==> src/hdl/e2c_pkg.sv <==
// ----------------------------------------------------------------------------
// e2c_pkg: shared constants, types and functions for the epoch calendar
// Reciprocal constants, inter-module payload types, month-start table and the
// binary to packed-BCD conversion used across the conversion pipeline.
// ----------------------------------------------------------------------------
package e2c_pkg;

	// last second of 2099, counted from 2009-01-01 00:00:00
	localparam logic [31:0] LAST_SECOND = 32'd2871676799;

	// exact reciprocals: floor(x * R / 2^k) == floor(x / d) over the value range
	localparam logic [25:0] DAY_RECIP   = 26'd50903317; // (t >> 7) / 675, k = 35
	localparam logic [15:0] YEAR_RECIP  = 16'd45965;    // days / 365, k = 24
	localparam logic [16:0] WEEK_RECIP  = 17'd74899;    // days / 7, k = 19
	localparam logic [13:0] HOUR_RECIP  = 14'd9321;     // (sod >> 4) / 225, k = 21
	localparam logic [10:0] MIN_RECIP   = 11'd1093;     // (rem >> 2) / 15, k = 14
	localparam logic [9:0]  MONTH_RECIP = 10'd565;      // doy / 29, k = 14
	localparam logic [7:0]  TEN_RECIP   = 8'd205;       // v / 10, k = 11

	localparam logic [16:0] SEC_PER_DAY   = 17'd86400;
	localparam logic [11:0] SEC_PER_HOUR  = 12'd3600;
	localparam logic [5:0]  SEC_PER_MIN   = 6'd60;
	localparam logic [8:0]  DAYS_PER_YEAR = 9'd365;
	localparam logic [2:0]  EPOCH_WDAY    = 3'd4;  // 2009-01-01 is a Thursday
	localparam logic [6:0]  YEAR_BASE     = 7'd9;  // year offset 0 is 2009
	localparam logic [3:0]  LAST_MONTH    = 4'd12;

	// day count and second of day, out of the front end
	typedef struct packed {
		logic [15:0] days;
		logic [16:0] sod;
		logic        flag;
	} e2c_split_t;

	// binary calendar fields, into the BCD stage
	typedef struct packed {
		logic [6:0] yoff;
		logic [3:0] month;
		logic [4:0] mday0;
		logic [4:0] hour;
		logic [5:0] minute;
		logic [5:0] second;
		logic [2:0] weekday;
		logic       flag;
	} e2c_date_t;

	// days from the start of the year to the start of month m (1..12)
	function automatic logic [8:0] month_begin(input logic [6:0] yoff, input logic [3:0] m);
		logic [3:0] idx;
		logic [8:0] days;
		idx = (m >= 4'd1 && m <= LAST_MONTH) ? m - 4'd1 : 4'd11;
		unique case (idx)
			4'd0:    days = 9'd0;
			4'd1:    days = 9'd31;
			4'd2:    days = 9'd59;
			4'd3:    days = 9'd90;
			4'd4:    days = 9'd120;
			4'd5:    days = 9'd151;
			4'd6:    days = 9'd181;
			4'd7:    days = 9'd212;
			4'd8:    days = 9'd243;
			4'd9:    days = 9'd273;
			4'd10:   days = 9'd304;
			default: days = 9'd334;
		endcase
		// leap day from March on, every fourth year from 2012
		if (idx > 4'd1 && yoff[1:0] == 2'b11) begin
			days = days + 9'd1;
		end
		return days;
	endfunction

	// packed BCD of a value below 100
	function automatic logic [7:0] to_bcd(input logic [6:0] v);
		logic [14:0] prod;
		logic [3:0]  tens;
		logic [6:0]  ones;
		prod = 15'(v) * 15'(TEN_RECIP);
		tens = prod[14:11];
		ones = v - 7'(tens) * 7'd10;
		return {tens, ones[3:0]};
	endfunction

endpackage

==> src/hdl/e2c_day_split.sv <==
// ----------------------------------------------------------------------------
// e2c_day_split: saturate the epoch count and split it into days and seconds
// Three pipeline stages: clamp, day count by reciprocal, second of day.
// ----------------------------------------------------------------------------
module e2c_day_split
	import e2c_pkg::*;
(
	input  logic        clk,
	input  logic        arst_n,
	input  logic        in_valid,
	output logic        in_ready,
	input  logic [31:0] epoch_seconds,
	output logic        out_valid,
	input  logic        out_ready,
	output e2c_split_t  out_data
);

	logic        v_s1, v_s2, v_s3;
	logic        adv_s1, adv_s2, adv_s3;
	logic [31:0] t_s1;
	logic        flag_s1, flag_s2, flag_s3;
	logic [15:0] days_s2, days_s3;
	logic [16:0] tlo_s2, sod_s3;
	logic [50:0] day_prod;
	logic [32:0] day_sec;

	// advance a stage when it is empty or its successor moves
	assign adv_s3   = !v_s3 || out_ready;
	assign adv_s2   = !v_s2 || adv_s3;
	assign adv_s1   = !v_s1 || adv_s2;
	assign in_ready = adv_s1;

	always_ff @(posedge clk or negedge arst_n) begin
		if (!arst_n) begin
			v_s1 <= 1'b0;
			v_s2 <= 1'b0;
			v_s3 <= 1'b0;
		end else begin
			if (adv_s1) v_s1 <= in_valid;
			if (adv_s2) v_s2 <= v_s1;
			if (adv_s3) v_s3 <= v_s2;
		end
	end

	// day count: t / 86400 == (t >> 7) / 675
	assign day_prod = 51'(t_s1[31:7]) * 51'(DAY_RECIP);
	assign day_sec  = 33'(days_s2) * 33'(SEC_PER_DAY);

	always_ff @(posedge clk) begin
		// clamp past the end of 2099
		if (adv_s1 && in_valid) begin
			t_s1    <= (epoch_seconds > LAST_SECOND) ? LAST_SECOND : epoch_seconds;
			flag_s1 <= epoch_seconds > LAST_SECOND;
		end
		if (adv_s2 && v_s1) begin
			days_s2 <= day_prod[50:35];
			tlo_s2  <= t_s1[16:0];
			flag_s2 <= flag_s1;
		end
		// second of day is below 2^17, so the low bits suffice
		if (adv_s3 && v_s2) begin
			days_s3 <= days_s2;
			sod_s3  <= tlo_s2 - day_sec[16:0];
			flag_s3 <= flag_s2;
		end
	end

	assign out_valid     = v_s3;
	assign out_data.days = days_s3;
	assign out_data.sod  = sod_s3;
	assign out_data.flag = flag_s3;

endmodule

==> src/hdl/e2c_cal_path.sv <==
// ----------------------------------------------------------------------------
// e2c_cal_path: year, month, day, time of day and weekday from the day split
// Six pipeline stages: guess year and hour, check year start, pick year and
// minute, guess month, look up month starts, pick month and day.
// ----------------------------------------------------------------------------
module e2c_cal_path
	import e2c_pkg::*;
(
	input  logic       clk,
	input  logic       arst_n,
	input  logic       in_valid,
	output logic       in_ready,
	input  e2c_split_t in_data,
	output logic       out_valid,
	input  logic       out_ready,
	output e2c_date_t  out_data
);

	logic v_s4, v_s5, v_s6, v_s7, v_s8, v_s9;
	logic adv_s4, adv_s5, adv_s6, adv_s7, adv_s8, adv_s9;

	// stage 4
	logic [15:0] days_s4, wkx_s4;
	logic [16:0] sod_s4;
	logic [6:0]  yg_s4;
	logic [12:0] q7_s4;
	logic [4:0]  hour_s4;
	logic        flag_s4;
	// stage 5
	logic [15:0] days_s5, yb0_s5, yb1_s5;
	logic [6:0]  yg_s5;
	logic [2:0]  wday_s5;
	logic [4:0]  hour_s5;
	logic [11:0] rem_s5;
	logic        flag_s5;
	// stage 6
	logic [6:0]  yoff_s6;
	logic [8:0]  doy_s6;
	logic [2:0]  wday_s6;
	logic [4:0]  hour_s6;
	logic [11:0] rem_s6;
	logic [5:0]  min_s6;
	logic        flag_s6;
	// stage 7
	logic [6:0]  yoff_s7;
	logic [8:0]  doy_s7;
	logic [3:0]  mg_s7;
	logic [2:0]  wday_s7;
	logic [4:0]  hour_s7;
	logic [5:0]  min_s7, sec_s7;
	logic        flag_s7;
	// stage 8
	logic [6:0]  yoff_s8;
	logic [8:0]  doy_s8, mb0_s8, mb1_s8;
	logic [3:0]  mg_s8;
	logic [2:0]  wday_s8;
	logic [4:0]  hour_s8;
	logic [5:0]  min_s8, sec_s8;
	logic        flag_s8;
	// stage 9
	e2c_date_t   date_s9;

	logic [31:0] yg_prod;
	logic [15:0] wk_x;
	logic [32:0] wk_prod;
	logic [26:0] hr_prod;
	logic [6:0]  yg_m1;
	logic [15:0] wk_rem;
	logic [16:0] sod_rem;
	logic        late;
	logic [15:0] ydiff;
	logic [20:0] mi_prod;
	logic [18:0] mo_prod;
	logic [3:0]  mg_raw;
	logic [11:0] sec_rem;
	logic        back;
	logic [8:0]  mdiff;

	// advance a stage when it is empty or its successor moves
	assign adv_s9   = !v_s9 || out_ready;
	assign adv_s8   = !v_s8 || adv_s9;
	assign adv_s7   = !v_s7 || adv_s8;
	assign adv_s6   = !v_s6 || adv_s7;
	assign adv_s5   = !v_s5 || adv_s6;
	assign adv_s4   = !v_s4 || adv_s5;
	assign in_ready = adv_s4;

	always_ff @(posedge clk or negedge arst_n) begin
		if (!arst_n) begin
			v_s4 <= 1'b0;
			v_s5 <= 1'b0;
			v_s6 <= 1'b0;
			v_s7 <= 1'b0;
			v_s8 <= 1'b0;
			v_s9 <= 1'b0;
		end else begin
			if (adv_s4) v_s4 <= in_valid;
			if (adv_s5) v_s5 <= v_s4;
			if (adv_s6) v_s6 <= v_s5;
			if (adv_s7) v_s7 <= v_s6;
			if (adv_s8) v_s8 <= v_s7;
			if (adv_s9) v_s9 <= v_s8;
		end
	end

	// year guess, weekday quotient and hour by reciprocal
	assign yg_prod = 32'(in_data.days) * 32'(YEAR_RECIP);
	assign wk_x    = in_data.days + 16'(EPOCH_WDAY);
	assign wk_prod = 33'(wk_x) * 33'(WEEK_RECIP);
	assign hr_prod = 27'(in_data.sod[16:4]) * 27'(HOUR_RECIP);

	// year start for the guess and the year before it
	assign yg_m1   = yg_s4 - 7'd1;
	assign wk_rem  = wkx_s4 - 16'(q7_s4) * 16'd7;
	assign sod_rem = sod_s4 - 17'(hour_s4) * 17'(SEC_PER_HOUR);

	// step back a year when the guessed year starts after the day count
	assign late    = (yg_s5 != 7'd0) && (yb0_s5 > days_s5);
	assign ydiff   = days_s5 - (late ? yb1_s5 : yb0_s5);
	assign mi_prod = 21'(rem_s5[11:2]) * 21'(MIN_RECIP);

	// month guess from a 29-day month, held at December
	assign mo_prod = 19'(doy_s6) * 19'(MONTH_RECIP);
	assign mg_raw  = mo_prod[17:14] + 4'd1;
	assign sec_rem = rem_s6 - 12'(min_s6) * 12'(SEC_PER_MIN);

	// step back a month when the guessed month starts after the day of year
	assign back  = (mg_s8 > 4'd1) && (mb0_s8 > doy_s8);
	assign mdiff = doy_s8 - (back ? mb1_s8 : mb0_s8);

	always_ff @(posedge clk) begin
		if (adv_s4 && in_valid) begin
			days_s4 <= in_data.days;
			wkx_s4  <= wk_x;
			sod_s4  <= in_data.sod;
			yg_s4   <= yg_prod[30:24];
			q7_s4   <= wk_prod[31:19];
			hour_s4 <= hr_prod[25:21];
			flag_s4 <= in_data.flag;
		end
		if (adv_s5 && v_s4) begin
			days_s5 <= days_s4;
			yg_s5   <= yg_s4;
			yb0_s5  <= 16'(yg_s4) * 16'(DAYS_PER_YEAR) + 16'(yg_s4[6:2]);
			yb1_s5  <= 16'(yg_m1) * 16'(DAYS_PER_YEAR) + 16'(yg_m1[6:2]);
			wday_s5 <= wk_rem[2:0] + 3'd1;
			hour_s5 <= hour_s4;
			rem_s5  <= sod_rem[11:0];
			flag_s5 <= flag_s4;
		end
		if (adv_s6 && v_s5) begin
			yoff_s6 <= late ? yg_s5 - 7'd1 : yg_s5;
			doy_s6  <= ydiff[8:0];
			wday_s6 <= wday_s5;
			hour_s6 <= hour_s5;
			rem_s6  <= rem_s5;
			min_s6  <= mi_prod[19:14];
			flag_s6 <= flag_s5;
		end
		if (adv_s7 && v_s6) begin
			yoff_s7 <= yoff_s6;
			doy_s7  <= doy_s6;
			mg_s7   <= (mg_raw > LAST_MONTH) ? LAST_MONTH : mg_raw;
			wday_s7 <= wday_s6;
			hour_s7 <= hour_s6;
			min_s7  <= min_s6;
			sec_s7  <= sec_rem[5:0];
			flag_s7 <= flag_s6;
		end
		if (adv_s8 && v_s7) begin
			yoff_s8 <= yoff_s7;
			doy_s8  <= doy_s7;
			mg_s8   <= mg_s7;
			mb0_s8  <= month_begin(yoff_s7, mg_s7);
			mb1_s8  <= month_begin(yoff_s7, mg_s7 - 4'd1);
			wday_s8 <= wday_s7;
			hour_s8 <= hour_s7;
			min_s8  <= min_s7;
			sec_s8  <= sec_s7;
			flag_s8 <= flag_s7;
		end
		if (adv_s9 && v_s8) begin
			date_s9.yoff    <= yoff_s8;
			date_s9.month   <= back ? mg_s8 - 4'd1 : mg_s8;
			date_s9.mday0   <= mdiff[4:0];
			date_s9.hour    <= hour_s8;
			date_s9.minute  <= min_s8;
			date_s9.second  <= sec_s8;
			date_s9.weekday <= wday_s8;
			date_s9.flag    <= flag_s8;
		end
	end

	assign out_valid = v_s9;
	assign out_data  = date_s9;

endmodule

==> src/hdl/e2c_bcd_out.sv <==
// ----------------------------------------------------------------------------
// e2c_bcd_out: output register with binary to packed-BCD conversion
// Converts the date and time fields to BCD and holds them until the request is taken.
// ----------------------------------------------------------------------------
module e2c_bcd_out
	import e2c_pkg::*;
(
	input  logic       clk,
	input  logic       arst_n,
	input  logic       in_valid,
	output logic       in_ready,
	input  e2c_date_t  in_data,
	output logic       out_valid,
	input  logic       out_ready,
	output logic [7:0] year_bcd,
	output logic [4:0] month_bcd,
	output logic [5:0] mday_bcd,
	output logic [5:0] hour_bcd,
	output logic [6:0] minute_bcd,
	output logic [6:0] second_bcd,
	output logic [2:0] weekday,
	output logic       out_of_range
);

	logic       v_s10;
	logic       adv_s10;
	logic [7:0] year_s10;
	logic [7:0] month_w, mday_w, hour_w, minute_w, second_w;
	logic [4:0] month_s10;
	logic [5:0] mday_s10, hour_s10;
	logic [6:0] minute_s10, second_s10;
	logic [2:0] wday_s10;
	logic       flag_s10;

	assign adv_s10  = !v_s10 || out_ready;
	assign in_ready = adv_s10;

	always_ff @(posedge clk or negedge arst_n) begin
		if (!arst_n) begin
			v_s10 <= 1'b0;
		end else if (adv_s10) begin
			v_s10 <= in_valid;
		end
	end

	// convert each field to packed BCD
	assign month_w  = to_bcd(7'(in_data.month));
	assign mday_w   = to_bcd(7'(in_data.mday0) + 7'd1);
	assign hour_w   = to_bcd(7'(in_data.hour));
	assign minute_w = to_bcd(7'(in_data.minute));
	assign second_w = to_bcd(7'(in_data.second));

	always_ff @(posedge clk) begin
		if (adv_s10 && in_valid) begin
			year_s10   <= to_bcd(in_data.yoff + YEAR_BASE);
			month_s10  <= month_w[4:0];
			mday_s10   <= mday_w[5:0];
			hour_s10   <= hour_w[5:0];
			minute_s10 <= minute_w[6:0];
			second_s10 <= second_w[6:0];
			wday_s10   <= in_data.weekday;
			flag_s10   <= in_data.flag;
		end
	end

	assign out_valid    = v_s10;
	assign year_bcd     = year_s10;
	assign month_bcd    = month_s10;
	assign mday_bcd     = mday_s10;
	assign hour_bcd     = hour_s10;
	assign minute_bcd   = minute_s10;
	assign second_bcd   = second_s10;
	assign weekday      = wday_s10;
	assign out_of_range = flag_s10;

endmodule

==> src/hdl/epoch_seconds_to_bcd_calendar.sv <==
// Throughput: one request per cycle with out_ready high; ten pipeline stages,
// each with its own valid bit; a stage moves when empty or its successor moves.
// Stall: out_ready low holds the result and each full stage with no empty stage
// after it; in_ready falls only when all ten stages are full and out_ready is
// low. Reset clears the valid bits; data registers keep whatever they hold.
// ----------------------------------------------------------------------------
// epoch_seconds_to_bcd_calendar: seconds since 2009 to packed-BCD calendar
// Splits the count into days and seconds, finds year, month, day, time of
// day and weekday, and registers the fields in packed BCD.
// ----------------------------------------------------------------------------
module epoch_seconds_to_bcd_calendar
	import e2c_pkg::*;
(
	input  logic        clk,
	input  logic        arst_n,
	input  logic        in_valid,
	output logic        in_ready,
	input  logic [31:0] epoch_seconds,
	output logic        out_valid,
	input  logic        out_ready,
	output logic [7:0]  year_bcd,
	output logic [4:0]  month_bcd,
	output logic [5:0]  mday_bcd,
	output logic [5:0]  hour_bcd,
	output logic [6:0]  minute_bcd,
	output logic [6:0]  second_bcd,
	output logic [2:0]  weekday,
	output logic        out_of_range
);

	e2c_split_t split;
	logic       split_valid, split_ready;
	e2c_date_t  date;
	logic       date_valid, date_ready;

	// day count and second of day
	e2c_day_split u_day_split (
		.clk           (clk),
		.arst_n        (arst_n),
		.in_valid      (in_valid),
		.in_ready      (in_ready),
		.epoch_seconds (epoch_seconds),
		.out_valid     (split_valid),
		.out_ready     (split_ready),
		.out_data      (split)
	);

	// calendar fields in binary
	e2c_cal_path u_cal_path (
		.clk       (clk),
		.arst_n    (arst_n),
		.in_valid  (split_valid),
		.in_ready  (split_ready),
		.in_data   (split),
		.out_valid (date_valid),
		.out_ready (date_ready),
		.out_data  (date)
	);

	// packed BCD output register
	e2c_bcd_out u_bcd_out (
		.clk          (clk),
		.arst_n       (arst_n),
		.in_valid     (date_valid),
		.in_ready     (date_ready),
		.in_data      (date),
		.out_valid    (out_valid),
		.out_ready    (out_ready),
		.year_bcd     (year_bcd),
		.month_bcd    (month_bcd),
		.mday_bcd     (mday_bcd),
		.hour_bcd     (hour_bcd),
		.minute_bcd   (minute_bcd),
		.second_bcd   (second_bcd),
		.weekday      (weekday),
		.out_of_range (out_of_range)
	);

endmodule

==> config.mk <==
export PLATFORM = sky130hd
export DESIGN_NAME = epoch_seconds_to_bcd_calendar
export DESIGN_NICKNAME = d
export VERILOG_FILES = /design/src/hdl/e2c_pkg.sv /design/src/hdl/e2c_day_split.sv /design/src/hdl/e2c_cal_path.sv /design/src/hdl/e2c_bcd_out.sv /design/src/hdl/epoch_seconds_to_bcd_calendar.sv
export SDC_FILE = /design/constraint.sdc
export NUM_CORES = 2
export LEC_CHECK = 0
export BUFFER_PORTS_ARGS = -buffer_cell sky130_fd_sc_hd__buf_2
export CORE_UTILIZATION = 50
export CTS_CLUSTER_SIZE = 16
export DETAILED_ROUTE_END_ITERATION = 12
export GPL_TIMING_DRIVEN = 0
export PLACE_DENSITY = 0.68
export SLEW_MARGIN = 20
export SYNTH_ARGS = -nofsm -noshare
export SYNTH_HDL_FRONTEND = slang
export SYNTH_SLANG_ARGS = --single-unit
==> constraint.sdc <==
create_clock -name clk -period 6 [get_ports clk]
set_input_delay 0.3 -clock clk [delete_from_list [all_inputs] [get_ports clk]]
set_output_delay 0.3 -clock clk [all_outputs]
set_load 0.05 [all_outputs]
==> impl_metrics.ini <==
[status]
status = complete, but fails checks
violations = negative setup slack

[synth]
synthSimpleGateAreaFrac_pct = 4.057
yosysMostFrequentCell = ha_1
ys_dominant_reg_cell = edfxtp_1
synth_area_leader_cell = edfxtp_1
synthAdderAreaFrac_pct = 47.94
ys_ff_latch = 438
synthMuxAreaShare_pct = 0.4162
synth_common_cells = ha_1, inv_1, fa_1, edfxtp_1, xnor2_1
synth_compound_area_share_pct = 4.932
ys_top_cells_by_area = edfxtp_1, ha_1, fa_1
yosysUniqueCellTypes = 82
synth_edf_count = 428
synth_area_per_cell_um2 = 11.67
synth_top_family_by_area = adder cells
synth_xor_area_share_pct = 4.541
synth_fp_nets = 5255
synth-seq-area-share_pct = 29.65
async_flop_share_pct = 2.283
syn-cell-area_um2 = 44190
synth_top_cell_area_share_pct = 29.08
yosysWarnings = 0
synthCells = 3786

[placed_design]
io_buffers = 80
dp_slack_ns = -1.084
placed_cell_area_um2 = 46540
dpl.hpwl_um = 65600
place_congestion = 0.8702
placed_cells_incl_taps = 5034

[critical_path]
cpPeakStageDelay_ns = 0.55
start_kind = flip-flop
critPathMostFrequentCell = fa_1
cp_max_fo = 6
critPathSlowestCell = fa_1
setup.worst_path.class = reg2reg
cp-end-kind = flip-flop
worstPathArrival_ns = 6.84
path_cells = buf_6 > fa_1 > ha_4 > inv_2 > fa_1 > inv_1 > fa_1 > fa_1 > fa_1 > inv_2 > fa_1 > inv_2 > ha_4 > nand4_1 > nor4_4 > nand2_2 > a21oi_4 > o211ai_1 > a21oi_2 > o22ai_4 > a311o_1
crit_required_ns = 6.34

[floorplanning]
die_y_um = 299.3
die_w_um = 299.3
start_util_pct = 50.70
die_area_um2 = 89580
core_um2 = 87160
io_pins = 81
placementRows = 108

[drt]
wl_per_cell_um = 15.62
drt_iter0_drc = 949
drc = 0
finalWirelength_um = 82390
viasPerCell = 4.998
drtPass1Iterations = 5
route.antenna.remaining_nets = 0
vias = 26360

[clock_tree]
cts-root-buf = clkbuf_16
clock-sinks = 438
cts_buffers = 50
ctsLongestPathBuffers = 3
clk_latency_ns = 0.62
cts_tree = built
clkTransAtPathRegs_ns = 0.06
htree_levels = 2

[global_route]
grt_overflow = 0
grt_pass1_vias = 28380
grt_max_degree = 30
grt_pass1_wl_um = 137600
track_usage_pct = 19.18
antenna_found_initial = 1

[timing]
period_share_pct = 108.2
setup_viol = 15
fmax_mhz = 154.0
tightest_slew_ns = 0.9738
setup_ws_ns = -0.4945
clock_skew_ns = 0.03038
timing.final.crit_period_ns = 6.494
rsz0062_at_grt = true
report.final.slew_viol_count = 0
timing.slew.headroom_pct = 35.08
finalHoldViolCount = 0

[final_layout]
drive_above_1_share_pct = 10.51
syn2layout_area_growth_pct = 12.62
fin_util_pct = 57.10
antennaDiodeCount = 0
final_nets = 5547
fin_area_um2 = 49770
final_cells = 5274

[flow_run]
maxCapViolCount = 0

[hold_path]
hp-class = in2reg
routing by layer:
metal / global-route usage, % / vias up / wire (um)
met3: 2.530 / 125 / 3043
met2: 34.16 / 334 / 40690
met1: 24.45 / 12890 / 36600
li1: - / 13010 / -
met4: 5.090 / 0 / 2054
met5: 0 / - / 0
layout make-up:
type / count / area (um^2)
inverters: 977 / 3667
well taps: 1155 / 1445
flip-flops and latches: 438 / 13100
multi-input cells: 2356 / 27840
clock inverters: 40 / 376.6
plain buffers: 15 / 72.57
repair buffers: 240 / 1977
fillers: 7207 / 37390
clock buffers: 53 / 1284
state kept, by name, indices dropped and copies added (netlist names), 12 cells and up:
register / count
u_day_split.tlo_s2: 17
u_cal_path.rem_s5: 12
u_day_split.days_s2: 16
u_cal_path.sod_s4: 12
u_cal_path.days_s4: 14
u_cal_path.yb0_s5: 16
u_day_split.days_s3: 16
u_cal_path.days_s5: 16
u_day_split.t_s1: 32
u_day_split.sod_s3: 17
u_cal_path.out_data: 37
worst max-delay path, delay by kind of cell (launching register included):
family	cells	cell delay, ns
DFF	1	0.44
AOI/OAI and AO/OA	5	1.20
and+or+nand+nor	3	0.71
buffers and inverters	5	0.33
adders and majority gates	8	3.53
cell usage in the layout (no fill, tap or decap), types with 67 or more instances in the layout:
| master | n |
|---|---|
| inv_1 | 965 |
| buf_2 | 84 |
| ha_1 | 980 |
| edfxtp_1 | 428 |
| nor2_1 | 75 |
| xnor2_1 | 156 |
| fa_1 | 433 |
| nand2_1 | 74 |
| xor2_1 | 67 |
| buf_4 | 109 |
| a21oi_1 | 89 |
stage by stage:
step           hold slack [ns]  TNS (ns)
6_report               0.05270    -4.679
5_1_grt                0.03202    -8.286
4_1_cts               0.008813    -4.100
3_5_place_dp            0.1853    -14.51
3_3_place_gp            0.1805    -46.63
2_1_floorplan         0.004409         0
path summary, 6_finish.rpt:
check	slack, ns	end	depth (start not counted)	from
max in group asynchronous	5.68	u_day_split.v_s1	2	arst_n
hold / removal	0.05	u_day_split.t_s1[4]	2	epoch_seconds[4]
setup reg to reg	-0.49	u_day_split.days_s2[13]	21	u_day_split.t_s1[25]
min in group asynchronous	0.10	u_cal_path.v_s5	2	arst_n
setup / recovery	-0.49	u_day_split.days_s2[13]	21	u_day_split.t_s1[25]
hold reg to reg	0.41	u_cal_path.out_data[19]	0	u_cal_path.hour_s8[3]
timing repair:
action / in CTS / in global routing
endpoints found under the hold margin: 36 / 0
buffers inserted: 99 / 22
pin swaps: 36 / 55
hold buffers: 27 / 0
setup endpoints to repair: 25 / 22
gates resized for setup: 38 / 40
cloned: 0 / 0
kinds of logic after synthesis:
kind of cell               count (synthesis)
muxes                                     18
and+or+nand+nor                          351
AOI/OAI and AO/OA                        327
buffers and inverters                    992
DFF                                      438
xor gates and xnor gates                 227
adders and majority gates               1433
Power is not shown: default switching activity piles up to over one toggle a cycle in this logic, so the estimate is an artifact.
